--- config.mk ---
export PLATFORM = sky130hd
export DESIGN_NAME = rgb_to_hsv_pixel
export DESIGN_NICKNAME = d
export VERILOG_FILES = /design/src/hsv_pkg.sv /design/src/hsv_front.sv /design/src/hsv_div.sv /design/src/rgb_to_hsv_pixel.sv
export SDC_FILE = /design/constraint.sdc
export NUM_CORES = 1
export LEC_CHECK = 0
export BUFFER_PORTS_ARGS = -buffer_cell sky130_fd_sc_hd__buf_2
export CAP_MARGIN = 0
export CORE_MARGIN = 2
export CORE_UTILIZATION = 51
export DETAILED_ROUTE_END_ITERATION = 6
export PLACE_DENSITY = 0.7
export SLEW_MARGIN = 20
export SYNTH_ARGS = -nofsm -noshare
export SYNTH_HDL_FRONTEND = slang
export SYNTH_SLANG_ARGS = --single-unit
--- constraint.sdc ---
create_clock -name clk -period 8.9 [get_ports clk]
set_clock_uncertainty 0.2 [all_clocks]
set_input_delay 0.445 -clock clk [delete_from_list [all_inputs] [get_ports clk]]
set_output_delay 0.445 -clock clk [all_outputs]
set_load 0.05 [all_outputs]
--- src/hsv_pkg.sv ---
// shared types and constants for the rgb to hsv pixel converter
// no dependencies; imported by hsv_front, hsv_div and rgb_to_hsv_pixel
package hsv_pkg;

    // channel and result widths
    localparam int CH_W      = 8;
    localparam int HUE_W     = 16;
    localparam int SAT_W     = 8;
    // position in the turn and six times the span both stay at or below 6*255
    localparam int POS_W     = 11;
    // 255 times the span
    localparam int SAT_NUM_W = 16;
    // quotient bits resolved per divider stage
    localparam int DIV_STEP  = 4;
    // stream widths
    localparam int IN_TDATA_W  = 3 * CH_W;
    localparam int OUT_TDATA_W = HUE_W + SAT_W + CH_W;

    // front stage result: everything the dividers and the output stage need
    typedef struct packed {
        logic [CH_W-1:0]      value;
        logic                 hue_zero;
        logic                 sat_zero;
        logic [POS_W-1:0]     pos;
        logic [POS_W-1:0]     den6;
        logic [SAT_NUM_W-1:0] sat_num;
    } front_t;

    // fields that ride alongside the divider stages
    typedef struct packed {
        logic [CH_W-1:0] value;
        logic            hue_zero;
        logic            sat_zero;
    } side_t;

endpackage

--- src/hsv_front.sv ---
// front stage: max, min, span, hue sector position and divider operands
// depends on hsv_pkg
module hsv_front (
    input  logic                      clk,
    input  logic                      en,
    input  logic [hsv_pkg::CH_W-1:0]  red,
    input  logic [hsv_pkg::CH_W-1:0]  green,
    input  logic [hsv_pkg::CH_W-1:0]  blue,
    output hsv_pkg::front_t           front
);
    import hsv_pkg::*;

    logic            r_max;
    logic            g_max;
    logic [CH_W-1:0] hi;
    logic [CH_W-1:0] lo;
    logic [CH_W-1:0] d;
    logic [POS_W-1:0] d2;
    logic [POS_W-1:0] d4;
    logic [POS_W-1:0] d6;
    front_t          front_next;
    front_t          front_reg;

    // largest and smallest channel, red wins ties then green
    always_comb
    begin
        r_max = (red >= green) && (red >= blue);
        g_max = !r_max && (green >= blue);
        if (r_max)
        begin
            hi = red;
        end
        else if (g_max)
        begin
            hi = green;
        end
        else
        begin
            hi = blue;
        end
        lo = red;
        if (green < lo)
        begin
            lo = green;
        end
        if (blue < lo)
        begin
            lo = blue;
        end
        d  = hi - lo;
        d2 = {2'b00, d, 1'b0};
        d4 = {1'b0, d, 2'b00};
        d6 = d2 + d4;
    end

    // position within the turn, where the full turn is six times the span
    always_comb
    begin
        front_next.value    = hi;
        front_next.hue_zero = (d == '0);
        front_next.sat_zero = (hi == '0);
        front_next.den6     = d6;
        front_next.sat_num  = {d, 8'h00} - SAT_NUM_W'(d);
        if (r_max)
        begin
            if (green >= blue)
            begin
                front_next.pos = POS_W'(green) - POS_W'(blue);
            end
            else
            begin
                front_next.pos = d6 - (POS_W'(blue) - POS_W'(green));
            end
        end
        else if (g_max)
        begin
            front_next.pos = d2 + POS_W'(blue) - POS_W'(red);
        end
        else
        begin
            front_next.pos = d4 + POS_W'(red) - POS_W'(green);
        end
    end

    // front pipeline register
    always_ff @(posedge clk)
    begin
        if (en)
        begin
            front_reg <= front_next;
        end
    end

    assign front = front_reg;

endmodule

--- src/hsv_div.sv ---
// pipelined restoring divider, STEP quotient bits per register stage
// depends on hsv_pkg for the house import only
module hsv_div #(
    parameter int DW    = 8,
    parameter int QBITS = 8,
    parameter int NSTG  = 2,
    parameter int STEP  = 4
) (
    input  logic              clk,
    input  logic [NSTG-1:0]   en,
    input  logic [DW-1:0]     rem_in,
    input  logic [QBITS-1:0]  num_in,
    input  logic [DW-1:0]     den_in,
    output logic [QBITS-1:0]  quo
);
    import hsv_pkg::*;

    logic [DW-1:0]    rem_reg [NSTG];
    logic [QBITS-1:0] num_reg [NSTG];
    logic [QBITS-1:0] quo_reg [NSTG];
    logic [DW-1:0]    den_reg [NSTG];

    genvar s;
    generate
        for (s = 0; s < NSTG; s++)
        begin : g_stage
            logic [DW-1:0]    rem_src;
            logic [QBITS-1:0] num_src;
            logic [QBITS-1:0] quo_src;
            logic [DW-1:0]    den_src;
            logic [DW-1:0]    rem_next;
            logic [QBITS-1:0] num_next;
            logic [QBITS-1:0] quo_next;
            logic [DW:0]      trial;

            // stage operands
            if (s == 0)
            begin : g_first
                assign rem_src = rem_in;
                assign num_src = num_in;
                assign quo_src = '0;
                assign den_src = den_in;
            end
            else
            begin : g_later
                assign rem_src = rem_reg[s-1];
                assign num_src = num_reg[s-1];
                assign quo_src = quo_reg[s-1];
                assign den_src = den_reg[s-1];
            end

            // shift in one numerator bit, compare and subtract, per quotient bit
            always_comb
            begin
                rem_next = rem_src;
                num_next = num_src;
                quo_next = quo_src;
                trial    = '0;
                for (int j = 0; j < STEP; j++)
                begin
                    if (s * STEP + j < QBITS)
                    begin
                        trial    = {rem_next, num_next[QBITS-1]};
                        num_next = {num_next[QBITS-2:0], 1'b0};
                        if (trial >= {1'b0, den_src})
                        begin
                            rem_next = DW'(trial - {1'b0, den_src});
                            quo_next = {quo_next[QBITS-2:0], 1'b1};
                        end
                        else
                        begin
                            rem_next = trial[DW-1:0];
                            quo_next = {quo_next[QBITS-2:0], 1'b0};
                        end
                    end
                end
            end

            // stage register
            always_ff @(posedge clk)
            begin
                if (en[s])
                begin
                    rem_reg[s] <= rem_next;
                    num_reg[s] <= num_next;
                    quo_reg[s] <= quo_next;
                    den_reg[s] <= den_src;
                end
            end
        end
    endgenerate

    assign quo = quo_reg[NSTG-1];

endmodule

--- src/rgb_to_hsv_pixel.sv ---
// rgb to hsv pixel converter, top level
// pipeline: ceil(HUE_BITS/4) + 2 register stages: front, divider stages, output
// throughput: one pixel per clock while m_axis_tready is high; the hue divider resolves
// 4 quotient bits per stage
// each stage holds when its successor is full and stalled, bubbles close up
// reset clears the stage valid bits only; data registers are not reset; uses hsv_pkg
module rgb_to_hsv_pixel #(
    parameter int HUE_BITS = 16
) (
    input  logic                               clk,
    input  logic                               rst_n,
    input  logic                               s_axis_tvalid,
    output logic                               s_axis_tready,
    // red [7:0], green [15:8], blue [23:16]
    input  logic [hsv_pkg::IN_TDATA_W-1:0]     s_axis_tdata,
    output logic                               m_axis_tvalid,
    input  logic                               m_axis_tready,
    // hue [15:0], saturation [23:16], value [31:24]
    output logic [hsv_pkg::OUT_TDATA_W-1:0]    m_axis_tdata
);
    import hsv_pkg::*;

    localparam int NS = (HUE_BITS + DIV_STEP - 1) / DIV_STEP;
    localparam int NT = NS + 2;

    logic [NT-1:0]       valid_reg;
    logic [NT-1:0]       valid_next;
    logic [NT-1:0]       en;
    front_t              front;
    side_t               side_reg [NS];
    logic [HUE_BITS-1:0] hue_q;
    logic [SAT_W-1:0]    sat_q;
    logic [HUE_W-1:0]    hue_next;
    logic [SAT_W-1:0]    sat_next;
    logic [HUE_W-1:0]    hue_reg;
    logic [SAT_W-1:0]    sat_reg;
    logic [CH_W-1:0]     value_reg;

    // stage enables: a stage loads when it is empty or its successor moves
    always_comb
    begin
        en[NT-1] = !valid_reg[NT-1] || m_axis_tready;
        for (int i = NT - 2; i >= 0; i--)
        begin
            en[i] = !valid_reg[i] || en[i+1];
        end
        valid_next[0] = en[0] ? s_axis_tvalid : valid_reg[0];
        for (int i = 1; i < NT; i++)
        begin
            if (en[i])
            begin
                valid_next[i] = valid_reg[i-1];
            end
            else
            begin
                valid_next[i] = valid_reg[i];
            end
        end
    end

    // valid bits
    always_ff @(posedge clk or negedge rst_n)
    begin
        if (!rst_n)
        begin
            valid_reg <= '0;
        end
        else
        begin
            valid_reg <= valid_next;
        end
    end

    assign s_axis_tready = en[0];
    assign m_axis_tvalid = valid_reg[NT-1];

    // max, min and divider operands
    hsv_front u_front (
        .clk   (clk),
        .en    (en[0]),
        .red   (s_axis_tdata[CH_W-1:0]),
        .green (s_axis_tdata[2*CH_W-1:CH_W]),
        .blue  (s_axis_tdata[3*CH_W-1:2*CH_W]),
        .front (front)
    );

    // hue: pos * 2^HUE_BITS / (6 * span), pos is already below the divisor
    hsv_div #(
        .DW    (POS_W),
        .QBITS (HUE_BITS),
        .NSTG  (NS),
        .STEP  (DIV_STEP)
    ) u_hue_div (
        .clk    (clk),
        .en     (en[NS:1]),
        .rem_in (front.pos),
        .num_in ('0),
        .den_in (front.den6),
        .quo    (hue_q)
    );

    // saturation: 255 * span / max, high byte of the numerator is below max
    hsv_div #(
        .DW    (CH_W),
        .QBITS (SAT_W),
        .NSTG  (NS),
        .STEP  (DIV_STEP)
    ) u_sat_div (
        .clk    (clk),
        .en     (en[NS:1]),
        .rem_in (front.sat_num[SAT_NUM_W-1:CH_W]),
        .num_in (front.sat_num[CH_W-1:0]),
        .den_in (front.value),
        .quo    (sat_q)
    );

    // value and zero flags ride alongside the dividers
    always_ff @(posedge clk)
    begin
        if (en[1])
        begin
            side_reg[0] <= '{value: front.value, hue_zero: front.hue_zero,
                             sat_zero: front.sat_zero};
        end
        for (int i = 1; i < NS; i++)
        begin
            if (en[i+1])
            begin
                side_reg[i] <= side_reg[i-1];
            end
        end
    end

    // grey and black pixels force zero results
    always_comb
    begin
        hue_next = side_reg[NS-1].hue_zero ? '0 : HUE_W'(hue_q);
        sat_next = side_reg[NS-1].sat_zero ? '0 : sat_q;
    end

    // output register
    always_ff @(posedge clk)
    begin
        if (en[NT-1])
        begin
            hue_reg   <= hue_next;
            sat_reg   <= sat_next;
            value_reg <= side_reg[NS-1].value;
        end
    end

    assign m_axis_tdata = {value_reg, sat_reg, hue_reg};

    // black pixel gives zero hue and saturation
    a_black_zero: assert property (@(posedge clk) disable iff (!rst_n)
        m_axis_tvalid && (value_reg == '0) |-> (sat_reg == '0) && (hue_reg == '0))
        else $error("black pixel with nonzero hue or saturation");

    // a colored hue needs a nonzero span, hence nonzero saturation
    a_hue_sat: assert property (@(posedge clk) disable iff (!rst_n)
        m_axis_tvalid && (hue_reg != '0) |-> (sat_reg != '0))
        else $error("nonzero hue with zero saturation");

    // input is refused only when every stage holds a pixel
    a_full_stall: assert property (@(posedge clk) disable iff (!rst_n)
        !s_axis_tready |-> (&valid_reg) && !m_axis_tready)
        else $error("input stalled with a free stage");

endmodule
Word level (Yosys, flattened, before mapping)
Memory sizes are Yosys's and may differ from the RTL's. A register that Yosys moved wholly into a read port is not among the register bits.
Cells that the tools add are included.
{"block": "totals", "reg_bits": 62, "ramBits": 368, "inputBits": 28, "out_inout_bits": 34, "word_cells": 165, "memories": 9}
{"name": "u_hue_div.quo_reg", "depth": 4, "width": 16, "read_ports": 4, "rd_ports_with_merged_regs": 1, "wr": 4, "line": "hsv_div.sv:20", "source": "logic [QBITS-1:0] quo_reg [NSTG];"}
{"name": "u_hue_div.num_reg", "depth": 4, "width": 12, "read_ports": 3, "rd_ports_with_merged_regs": 0, "wr": 4, "line": "hsv_div.sv:19", "source": "logic [QBITS-1:0] num_reg [NSTG];"}
{"name": "u_hue_div.den_reg", "depth": 4, "width": 11, "read_ports": 3, "rd_ports_with_merged_regs": 0, "wr": 4, "line": "hsv_div.sv:21", "source": "logic [DW-1:0] den_reg [NSTG];"}
{"name": "u_hue_div.rem_reg", "depth": 4, "width": 11, "read_ports": 3, "rd_ports_with_merged_regs": 0, "wr": 4, "line": "hsv_div.sv:18", "source": "logic [DW-1:0] rem_reg [NSTG];"}
{"name": "side_reg", "depth": 4, "width": 10, "read_ports": 4, "rd_ports_with_merged_regs": 0, "wr": 4, "line": "rgb_to_hsv_pixel.sv:30", "source": "side_t side_reg [NS];"}
{"name": "u_sat_div.den_reg", "depth": 4, "width": 8, "read_ports": 3, "rd_ports_with_merged_regs": 0, "wr": 4, "line": "hsv_div.sv:21"}
{"name": "+3 memories"}
{"block": "classes", "addsub": 34, "magnitude_cmp": 29, "n_mux": 63, "reduce_logical": 17}
{"op": "$mux 11", "n": 19}
{"op": "$ge 12x11->1", "n": 16}
{"op": "$sub 11x11->11", "n": 17}
{"op": "$mux 8", "n": 12}
{"op": "$ge 9x8->1", "n": 8}
{"op": "$sub 8x8->8", "n": 9}
{"op": "$mux 1", "n": 32}
{"op": "$ge 8x8->1", "n": 3}
{"op": "$sub 11x8->11", "n": 2}
{"op": "$sub 8x8->9", "n": 2}
{"op": "$logic_not 8->1", "n": 2}
{"op": "$lt 8x8->1", "n": 2}
{"op": "$sub 16x8->16", "n": 1}
{"op": "$add 10x8->11", "n": 1}
{"op": "$add 9x10->11", "n": 1}
{"op": "$add 9x8->10", "n": 1}
{"op": "$logic_not 1->1", "n": 7}
{"op": "$logic_or 1x1->1", "n": 6}
{"op": "$logic_and 1x1->1", "n": 2}

Depth between registers and ports, before layout
Gate-level depths: netlist (run 1).
{"block": "logic_depth", "ltp_word": 11, "ltp_mapped": 43, "depth_no_buf": 42}

Modules after synthesis
A second synthesis (run 1) with hierarchy kept.
{"block": "unflattened", "cells_unflattened": 2701, "hier_area_um2": 26729.4}
{"module": "hsv_div (u_hue_div)", "n_inst": 1, "cells_per_inst": 1454, "area_per_inst_um2": 13540.5, "seq_area_each_um2": 3903.7}
{"module": "hsv_front", "n_inst": 1, "cells_per_inst": 630, "area_per_inst_um2": 5734.2, "seq_area_each_um2": 1351.3}
{"module": "hsv_div (u_sat_div)", "n_inst": 1, "cells_per_inst": 499, "area_per_inst_um2": 4884.7, "seq_area_each_um2": 1441.4}
{"module": "rgb_to_hsv_pixel", "n_inst": 1, "cells_per_inst": 118, "area_per_inst_um2": 2570.0, "seq_area_each_um2": 2312.2}

Worst setup path after synthesis (run 1)
Ideal clock, no wire load.
{"block": "synth_path", "kind": "flip-flop to flip-flop", "from": "memory side_reg[0][3] (netlist name)", "to": "memory u_sat_div.quo_reg[2][0] (netlist: u_sat_div.quo_reg[1][0]) (data pin)", "setup_time_ns": 0.279, "arrival_time_ns": 8.297, "required_time_ns": 8.421, "path_slack_ns": 0.124, "stages_incl_launch_ff": 43, "n_path_buf": 1, "period_less_slack_ns": 8.776, "cell_sequence": "edfxtp_1 inv_1 ha_1 nor2b_1 o21ai_0 a21boi_0 o21ai_0 a21boi_0 o41ai_2 mux2_2 inv_1 ha_1 nor2b_1 o21ai_0 a21boi_0 o21ai_0 a21oi_1 o21ai_0 [... 7 more ...] o21ai_0 a21boi_0 o21ai_0 a21boi_0 o21ai_0 a31oi_1 a2111oi_4 mux2i_1 ha_1 a21o_1 a21o_1 a21o_1 a21oi_1 nor2b_1 o21ai_0 nand2b_1 a21oi_1 o211ai_1"}
{"item": "start, declared", "line": "rgb_to_hsv_pixel.sv:30"}
{"item": "end, declared", "line": "hsv_div.sv:20"}

==> impl_metrics.tcl, run 1 <==
set metrics [dict create \
    cp-start-kind "flop" \
    crit_fanout 13 \
    finalNetCount 2951 \
    drt_pre_antenna_iters 7 \
    grt_pass1_vias 18400 \
    arrival_ns 8.51 \
    drc 0 \
    setup_viol 0 \
    clock.fmax_ghz 0.119 \
    synthCells 2395 \
    clkTransAtPathRegs_ns 0.07 \
    max_stage_delay_ns 0.44 \
    cts.path.max_buffers 3 \
    crit_buf_inv 3 \
    track_usage_pct 24.7 \
    async_reset_ff_share_pct 2.30 \
    cts.sinks 261 \
    maxSlewHeadroom_pct 30.0 \
    fp.dieH_um 218 \
    worstRegToRegCells 36 \
    required_ns 8.98 \
    wire_per_inst_um 18.5 \
    ys_seq_area_share_pct 33.5 \
    synth_cell_types 86 \
    grt_pass1_wl_um 94600 \
    slew_viol_final 0 \
    die_w_um 218 \
    place_inst 3140 \
    gr-total-overflow 0 \
    holdCritPathClass "input port to async pin" \
    min_period_ns 8.42 \
    cp-startpoint "u_hue_div.den_reg[2][2]$_DFFE_PP_" \
    antenna_left 0 \
    clockRootBuffer "clkbuf_16" \
    core.rowCount 78 \
    crit_slowest_cell "edfxtp_1" \
    synth_warnings 0 \
    drt_iter0_drc 1272 \
    start_util_pct 51.5 \
    worstReg2RegStart "u_hue_div.den_reg[2][2]$_DFFE_PP_" \
    synth-edff-count 255 \
    syn-mean-instance-area_um2 9.72 \
    critical_path_class "flop to flop" \
    status "finished, final reports clean" \
    cp_top_family "compound AO/OA/AOI/OAI gates" \
    setup.worst_path.end "u_hue_div.quo_reg[3][0]$_DFFE_PP_" \
    synth-main-ff-cell "edfxtp_1" \
    worst_pin_slew_ns 1.05 \
    core_area_um2 45200 \
    final_cells 3209 \
    timing.critical_path.mode_cell "o21ai_0" \
    hold_violations 0 \
    drv_cap 0 \
    port-buffer-count 61 \
    num_antenna_cells 0 \
    layout-drive-gt1-share_pct 15.8 \
    h-tree-depth 1 \
    die_area_um2 47400 \
    dpl.hpwl_um 47200 \
    cts_tree "yes" \
    cts_buffers 27 \
    critPathCaptureType "flop" \
    grt_max_degree 52 \
    worstReg2RegEnd "u_hue_div.quo_reg[3][0]$_DFFE_PP_" \
    syn_area_um2 23300 \
    final_util_pct 58.4 \
    r2r_slack_ns 0.48 \
    io_pins 62 \
    antenna_found_initial 1 \
    largest_reg_flops 45 \
    route.vias.total 18700 \
    cp.depth 36 \
    area_growth_pct 13.4 \
    vias_per_cell 5.82 \
    routed_wl_um 59300 \
    synth_nets 2758 \
    clk-insertion-delay-late_ns 0.57 \
    gp_congestion 0.941 \
    ys_ff_latch 261 \
    fin_crit_sh_pct 94.6 \
]
-- cell usage after synthesis, drive strengths merged, types with 10 or more instances --
library cell	number	area, µm²
xor2	57	499
o31ai	10	85.1
a21boi	15	113
nor4	12	75.1
nor3	36	180
o21a	43	323
and4	13	114
nand2b	41	257
o211ai	14	105
or3	13	81.3
nand4	26	163
o21bai	13	97.6
edfxtp	255	7660
nand2	132	495
mux2	87	987
fa	26	521
a21oi	183	920
o21ai	154	774
xnor2	133	1160
nor2b	74	470
a31oi	23	144
mux2i	28	280
ha	309	3870
nor2	171	649
a21o	90	676
clkbuf	18	67.6
and2	12	75.1
a211oi	27	228
inv	201	754
nand3	35	180
or2	10	62.6
buf	24	139
-- through the flow --
step | area [µm²] | hold slack (ns) | worst slack [ns] | setup TNS, ns
floorplan | 23300 | -0.0506 | 0.124 | 0
global placement | 25100 | 0.102 | -0.278 | -2.02
detailed placement | 25100 | 0.110 | -0.327 | -2.59
CTS | 26100 | 0.0340 | 0.00309 | 0
global route | 26400 | 0.0490 | -0.0748 | -0.148
finish | 26400 | 0.0523 | 0.477 | 0
-- worst register-to-register path, delay by kind of cell, from the launching register on --
kind	cells	cell delay (ns)
fa+ha+maj	4	1.24
flops	1	0.44
compound gates	18	3.47
buf+inv	3	0.59
mux	2	0.71
simple gates	9	1.50
-- what timing repair did --
action / in CTS / in global routing
setup endpoints to repair: 20 / 44
hold buffers: 2 / 0
pin swaps: 1 / 12
resized for setup: 9 / 66
buffers inserted: 4 / 13
hold endpoints to repair: 7 / 0
-- kinds of logic after synthesis --
family	after synthesis	synth area share (%)
muxes	115	5.44
adders and majority gates	335	18.8
xor gates and xnor gates	190	7.15
AOI/OAI and AO/OA	648	18.0
and+or+nand+nor	600	12.8
buffers and inverters	246	4.18
DFF	261	33.5
-- how the worst min path moves through the flow --
stage / from / to / slack [ns] / cells past startpoint
global route: rst_n / valid_reg[5]$_DFFE_PN0P_ / 0.05 / 2
finish: rst_n / valid_reg[5]$_DFFE_PN0P_ / 0.05 / 2
floorplan: rst_n / valid_reg[0]$_DFFE_PN0P_ / -0.05 / 0
CTS: rst_n / valid_reg[5]$_DFFE_PN0P_ / 0.03 / 2
global placement: rst_n / valid_reg[0]$_DFFE_PN0P_ / 0.10 / 1
detailed placement: rst_n / valid_reg[0]$_DFFE_PN0P_ / 0.11 / 1
-- layout by cell type, fill, tap and decap left out, drive strengths merged, types with 29 or more instances in the layout --
| cell | Yosys | final |
|---|---|---|
| xor2 | 57 | 57 |
| o21a | 43 | 43 |
| xnor2 | 133 | 133 |
| o21ai | 154 | 154 |
| clkbuf | 18 | 29 |
| nand2 | 132 | 132 |
| buf | 24 | 204 |
| nand3 | 35 | 35 |
| mux2 | 87 | 87 |
| nor2b | 74 | 74 |
| nand2b | 41 | 41 |
| a21oi | 183 | 183 |
| ha | 309 | 309 |
| edfxtp | 255 | 255 |
| a21o | 90 | 90 |
| inv | 201 | 204 |
| nor2 | 171 | 171 |
| nor3 | 36 | 36 |
-- per-layer routing --
layer  part of all wire [%]  vias up  global-route usage (%)
met5                  0.017        -                       0
met4                    3.1        2                    7.97
li1                       -     9165                       -
met3                    4.8      127                    2.22
met2                     47      522                    42.0
met1                     45     8871                    33.2
-- layout make-up --
class / instances / area (µm²)
clock buffers: 29 / 683
well taps: 600 / 751
inverters: 204 / 766
fillers: 3813 / 18800
flip-flops and latches: 261 / 7810
clock inverters: 21 / 246
multi-input cells: 1888 / 14700
repair buffers: 206 / 1410
Power of run 1 is left out: the tool's default activity adds up to more than one toggle a clock period on the data nets, which glitch-free logic cannot reach.
==> run 2, diff against run 1 <==
--- a/config.mk
+++ b/config.mk
@@ -5,13 +5,15 @@
 export SDC_FILE = /design/constraint.sdc
 export NUM_CORES = 1
 export LEC_CHECK = 0
-export BUFFER_PORTS_ARGS = -buffer_cell sky130_fd_sc_hd__buf_2
 export CAP_MARGIN = 0
 export CORE_MARGIN = 2
 export CORE_UTILIZATION = 51
+export CTS_CLUSTER_DIAMETER = 200
 export DETAILED_ROUTE_END_ITERATION = 6
-export PLACE_DENSITY = 0.7
+export DONT_BUFFER_PORTS = 1
+export PLACE_DENSITY = 0.69
 export SLEW_MARGIN = 20
 export SYNTH_ARGS = -nofsm -noshare
 export SYNTH_HDL_FRONTEND = slang
+export SYNTH_HIERARCHICAL = 1
 export SYNTH_SLANG_ARGS = --single-unit
==> run 2 against run 1 <==
  * Non-clock buffer count fell by 20
  * Final area increased by 16%
  * Sequential share of layout area shrank 0.22 points
  * Hold slack worse by 0.021 ns
==> impl_metrics.tcl, run 2 <==
set metrics [dict create \
    status "finished, final reports clean" \
    port-buffer-count 0 \
    gr-total-overflow 0 \
    slew_viol_final 0 \
    final_common_cell "ha_1" \
    fp.dieH_um 233 \
    required_ns 8.99 \
    gp_congestion 0.953 \
    die_w_um 233 \
    clock.fmax_ghz 0.115 \
    holdPathStages 2 \
    setup_viol 0 \
    core_area_um2 51600 \
    num_antenna_cells 0 \
    drt_iter0_drc 1455 \
    final_cells 3599 \
    synth_common_cells "336 x ha_1, 295 x edfxtp_1, 240 x inv_1" \
    worst_pin_slew_ns 1.05 \
    cts.sinks 301 \
    drv_cap 0 \
    largest_reg_flops 45 \
    synth_warnings 6 \
    wire_per_inst_um 18.8 \
    grt_pass1_wl_um 107000 \
    timing.critical_path.mode_cell "a21oi_1" \
    synth-edff-count 295 \
    worstRegToRegCells 39 \
    holdPathEnd "u_front/front[40]$_DFFE_PP_" \
    worstReg2RegEnd "u_hue_div/rem_reg[0][5]$_DFFE_PP_" \
    place_inst 3488 \
    finalNetCount 3301 \
    grt_max_degree 73 \
    clkTransAtPathRegs_ns 0.06 \
    cp-start-kind "flop" \
    syn-mean-instance-area_um2 9.90 \
    io_pins 62 \
    h-tree-depth 2 \
    async_reset_ff_share_pct 1.99 \
    clockRootBuffer "clkbuf_16" \
    ys_seq_area_share_pct 33.7 \
    clk-insertion-delay-late_ns 0.55 \
    final_cell_mix "317 x ha_1, 295 x edfxtp_1, 229 x inv_1, 182 x nand2_1, 177 x buf_4" \
    crit_fanout 12 \
    start_util_pct 51.8 \
    synth-main-ff-cell "edfxtp_1" \
    ys_top_cells_by_area "edfxtp_1 33%, ha_1 16%, inv_1 3.4%, xnor2_1 3.3%, fa_1 3.1%" \
    route.vias.total 20900 \
    vias_per_cell 5.82 \
    synthCells 2701 \
    core.rowCount 83 \
    ys_ff_latch 301 \
    min_period_ns 8.73 \
    holdCritPathClass "input port to flop" \
    yosysTopAreaCell "edfxtp_1" \
    fin_crit_sh_pct 98.1 \
    critical_path_class "flop to flop" \
    layout-drive-gt1-share_pct 17.6 \
    synth_cell_types 117 \
    yosysMostFrequentCell "ha_1" \
    antenna_left 0 \
    cts.path.max_buffers 3 \
    syn_area_um2 26700 \
    critPathCaptureType "flop" \
    max_stage_delay_ns 0.46 \
    grt_pass1_vias 20500 \
    routed_wl_um 67700 \
    antenna_found_initial 2 \
    crit_slowest_cell "fa_1" \
    area_growth_pct 14.8 \
    dpl.hpwl_um 52700 \
    cts_tree "yes" \
    r2r_slack_ns 0.17 \
    drc 0 \
    min_from "s_axis_tdata[8]" \
    maxSlewHeadroom_pct 30.0 \
    cts_buffers 36 \
    yosysTopAreaCellShare_pct 33.1 \
    track_usage_pct 24.5 \
    die_area_um2 54300 \
    hold_violations 0 \
    worstReg2RegStart "u_front/front[27]$_DFFE_PP_" \
    arrival_ns 8.82 \
    drt_pre_antenna_iters 5 \
]
[run 2: cell count changes in the layout (fill, tap and decap cells not counted), moves of 35 or more]
cell / previous run / this run
a21oi_1: 177 / 140
inv_1: 191 / 229
nand2_1: 129 / 182
buf_4: 142 / 177
buf_2: 61 / 0
edfxtp_1: 255 / 295
[run 2: worst max-delay path by stage]
stage / cells after the start / endpoint / from / slack (ns)
floorplan: 38 / u_hue_div/rem_reg[2][10]$_DFFE_PP_ / u_hue_div/den_reg[1][0]$_DFFE_PP_ / 0.01
global placement: 39 / u_hue_div/rem_reg[2][6]$_DFFE_PP_ / u_hue_div/den_reg[1][5]$_DFFE_PP_ / 0.11
detailed placement: 36 / u_hue_div/rem_reg[1][10]$_DFFE_PP_ / u_hue_div/num_reg[0][11]$_DFFE_PP_ / -0.06
CTS: 36 / u_hue_div/rem_reg[1][10]$_DFFE_PP_ / u_hue_div/num_reg[0][11]$_DFFE_PP_ / 0.01
global route: 37 / u_hue_div/rem_reg[0][5]$_DFFE_PP_ / u_front/front[27]$_DFFE_PP_ / -0.16
finish: 39 / u_hue_div/rem_reg[0][5]$_DFFE_PP_ / u_front/front[27]$_DFFE_PP_ / 0.17
[run 2: layout make-up]
type	count	area, µm²
repair buffers	186	1470
inverters	251	965
clock buffers	42	966
multi-input cells	2118	17200
repair inverters	1	7.51
flip-flops and latches	301	9010
fillers	4277	20900
well taps	680	851
clock inverters	20	233
[run 2: timing repair]
| item | 4_1_cts | 5_1_grt |
|---|---|---|
| hold buffers | 3 | 0 |
| endpoints found under the hold margin | 8 | 0 |
| pin swaps | 1 | 49 |
| cloned | 0 | 2 |
| buffers inserted | 1 | 43 |
| resized for setup | 7 | 144 |
| endpoints found under the setup margin | 17 | 46 |
[run 2: cells by family after synthesis]
logic type	Yosys count	share of synthesized area [%]
DFF	301	33.7
AOI/OAI and AO/OA	664	17.2
adders and majority gates	381	19.0
other	2	0.0281
xor gates and xnor gates	177	5.86
muxes	136	5.71
buffers and inverters	299	4.57
and+or+nand+nor	741	14.0
[run 2: stage by stage]
step	utilization (%)	worst slack, ns	TNS, ns	hold slack [ns]	instance area [µm²]
floorplan	-	0.00967	0	-0.0506	26800
global placement	55.2	0.110	0	-0.0494	28500
detailed placement	55.2	-0.0561	-0.270	-0.0494	28500
CTS	57.6	0.0103	0	0.00808	29700
global route	59.5	-0.163	-2.00	0.0178	30700
finish	59.5	0.168	0	0.0314	30700
[run 2: worst max-delay path: cells and delay by family (launching register included)]
kind	cells	cell delay (ns)
AOI/OAI and AO/OA	15	2.90
and+or+nand+nor	10	1.71
buffers and inverters	7	0.99
adders and majority gates	4	1.49
muxes	3	0.80
DFF	1	0.37
[run 2: per-layer routing]
metal | up-vias | share of wire [%] | GRT usage [%]
met5 | - | 0.037 | 0
met4 | 4 | 2.8 | 7.11
met3 | 124 | 4.5 | 3.49
met2 | 538 | 48 | 41.7
met1 | 9991 | 45 | 32.5
li1 | 10300 | - | -
Power of run 2 is left out for the same reason.
==> run 3, diff against run 2 <==
--- a/config.mk
+++ b/config.mk
@@ -15,5 +15,4 @@
 export SLEW_MARGIN = 20
 export SYNTH_ARGS = -nofsm -noshare
 export SYNTH_HDL_FRONTEND = slang
-export SYNTH_HIERARCHICAL = 1
 export SYNTH_SLANG_ARGS = --single-unit
==> run 3 against run 2 <==
  * Register-to-register slack better by 0.28 ns
  * Global-route usage is 0.33 points higher
  * Critical path depth is 2 lower
  * Critical endpoint is now u_hue_div.rem_reg[0][9]$_DFFE_PP_
  * Setup slack better by 0.28 ns
  * Highest routed layer is now met4
  * Final area is 15% lower
  * Clock-buffer cell count is 12 lower
  * Utilization is 1.6 points lower
  * First-iteration DRC count is 15% lower
  * Non-clock buffer count is 43 lower
==> impl_metrics.tcl, run 3 (same netlist as run 1, synthesis figures left out) <==
set metrics [dict create \
    status "finished, final reports clean" \
    num_antenna_cells 0 \
    cp-start-kind "flop" \
    area_growth_pct 12.3 \
    dpl.hpwl_um 47300 \
    cp_top_family "compound AO/OA/AOI/OAI gates" \
    crit_buf_inv 5 \
    max_stage_delay_ns 0.51 \
    holdCritPathClass "input port to flop" \
    drv_cap 0 \
    core.rowCount 78 \
    route.vias.total 18500 \
    vias_per_cell 5.87 \
    worst_pin_slew_ns 1.03 \
    cts.path.max_buffers 3 \
    wire_per_inst_um 18.8 \
    core_area_um2 45200 \
    crit_fanout 13 \
    cts_buffers 29 \
    start_util_pct 51.5 \
    finalNetCount 2890 \
    clk-insertion-delay-late_ns 0.58 \
    h-tree-depth 1 \
    holdPathStages 2 \
    gp_congestion 0.937 \
    clockRootBuffer "clkbuf_16" \
    worstRegToRegCells 37 \
    required_ns 9.01 \
    gr-total-overflow 0 \
    drc 0 \
    routed_wl_um 59300 \
    fin_area_um2 26200 \
    min_period_ns 8.45 \
    fp.dieH_um 218 \
    cts_tree "yes" \
    clkTransAtPathRegs_ns 0.06 \
    hold_violations 0 \
    port-buffer-count 0 \
    critPathCaptureType "flop" \
    largest_reg_flops 45 \
    final_common_cell "ha_1" \
    critical_path_class "flop to flop" \
    antenna_left 0 \
    die_area_um2 47400 \
    crit_slowest_cell "or4b_1" \
    cts.sinks 261 \
    slew_viol_final 0 \
    antenna_found_initial 0 \
    placed_area_um2 24800 \
    maxSlewHeadroom_pct 31.5 \
    setup_viol 0 \
    layout-drive-gt1-share_pct 14.0 \
    cp.depth 37 \
    fin_hold_ws_ns 0.0622 \
    fin_crit_sh_pct 95.0 \
    drt_iter0_drc 1239 \
    die_w_um 218 \
    io_pins 62 \
    grt_max_degree 53 \
    grt_pass1_vias 18500 \
    clock.fmax_ghz 0.118 \
    timing.critical_path.mode_cell "nand2_1" \
    grt_pass1_wl_um 95200 \
    track_usage_pct 24.9 \
    drt_pre_antenna_iters 6 \
    fillCellCount 3842 \
    arrival_ns 8.57 \
    final_cell_mix "306 x ha_1, 255 x edfxtp_1, 189 x inv_1, 176 x a21oi_1, 168 x nor2_1" \
]
run 3: area by class of cell:
class                           count  area, µm²  area share, %
Timing Repair Buffer              143       1110           4.24
Multi-Input combinational cell   1888      14700           56.3
Clock inverter                     24        259          0.990
Clock buffer                       30        729           2.79
Sequential cell                   261       7810           29.8
Inverter                          204        766           2.93
Tap cell                          600        751           2.87
run 3: stage by stage:
stage,utilization [%],worst slack (ns),std cells,TNS (ns)
6_report,57.9,0.445,3150,0
5_1_grt,57.9,-0.0528,3150,-0.239
4_1_cts,57.3,0.0223,3141,0
3_5_place_dp,55.0,-0.306,3079,-2.50
3_3_place_gp,55.0,-0.229,3079,-1.60
2_1_floorplan,-,0.124,2395,0
run 3: per-layer routing:
layer	vias up	track usage [%]	share of wire (%)	wire [µm]
met4	0	7.90	3.1	1810
met2	502	42.8	47	28100
met3	122	2.78	5.0	2990
met1	8809	32.7	44	26300
li1	9045	-	-	-
met5	-	0	0	0
run 3: worst paths after layout:
kind	start	end	slack, ns
setup / recovery	u_front.front[20]$_DFFE_PP_	u_hue_div.rem_reg[0][9]$_DFFE_PP_	0.45
setup reg to reg	u_front.front[20]$_DFFE_PP_	u_hue_div.rem_reg[0][9]$_DFFE_PP_	0.45
hold / removal	s_axis_tdata[4]	u_front.front[44]$_DFFE_PP_	0.06
min in group asynchronous	rst_n	valid_reg[0]$_DFFE_PN0P_	0.57
hold reg to reg	u_hue_div.quo_reg[0][3]$_DFFE_PP_	u_hue_div.quo_reg[1][7]$_DFFE_PP_	0.20
max in group asynchronous	rst_n	valid_reg[4]$_DFFE_PN0P_	7.66
run 3: repair_timing:
item                                    CTS  global route
hold buffers                              4             0
gates resized for setup                  11            64
pin swaps                                 2             7
endpoints found under the setup margin   20            44
endpoints found under the hold margin     8             0
buffers inserted                          4             9
Power of run 3 is left out for the same reason.
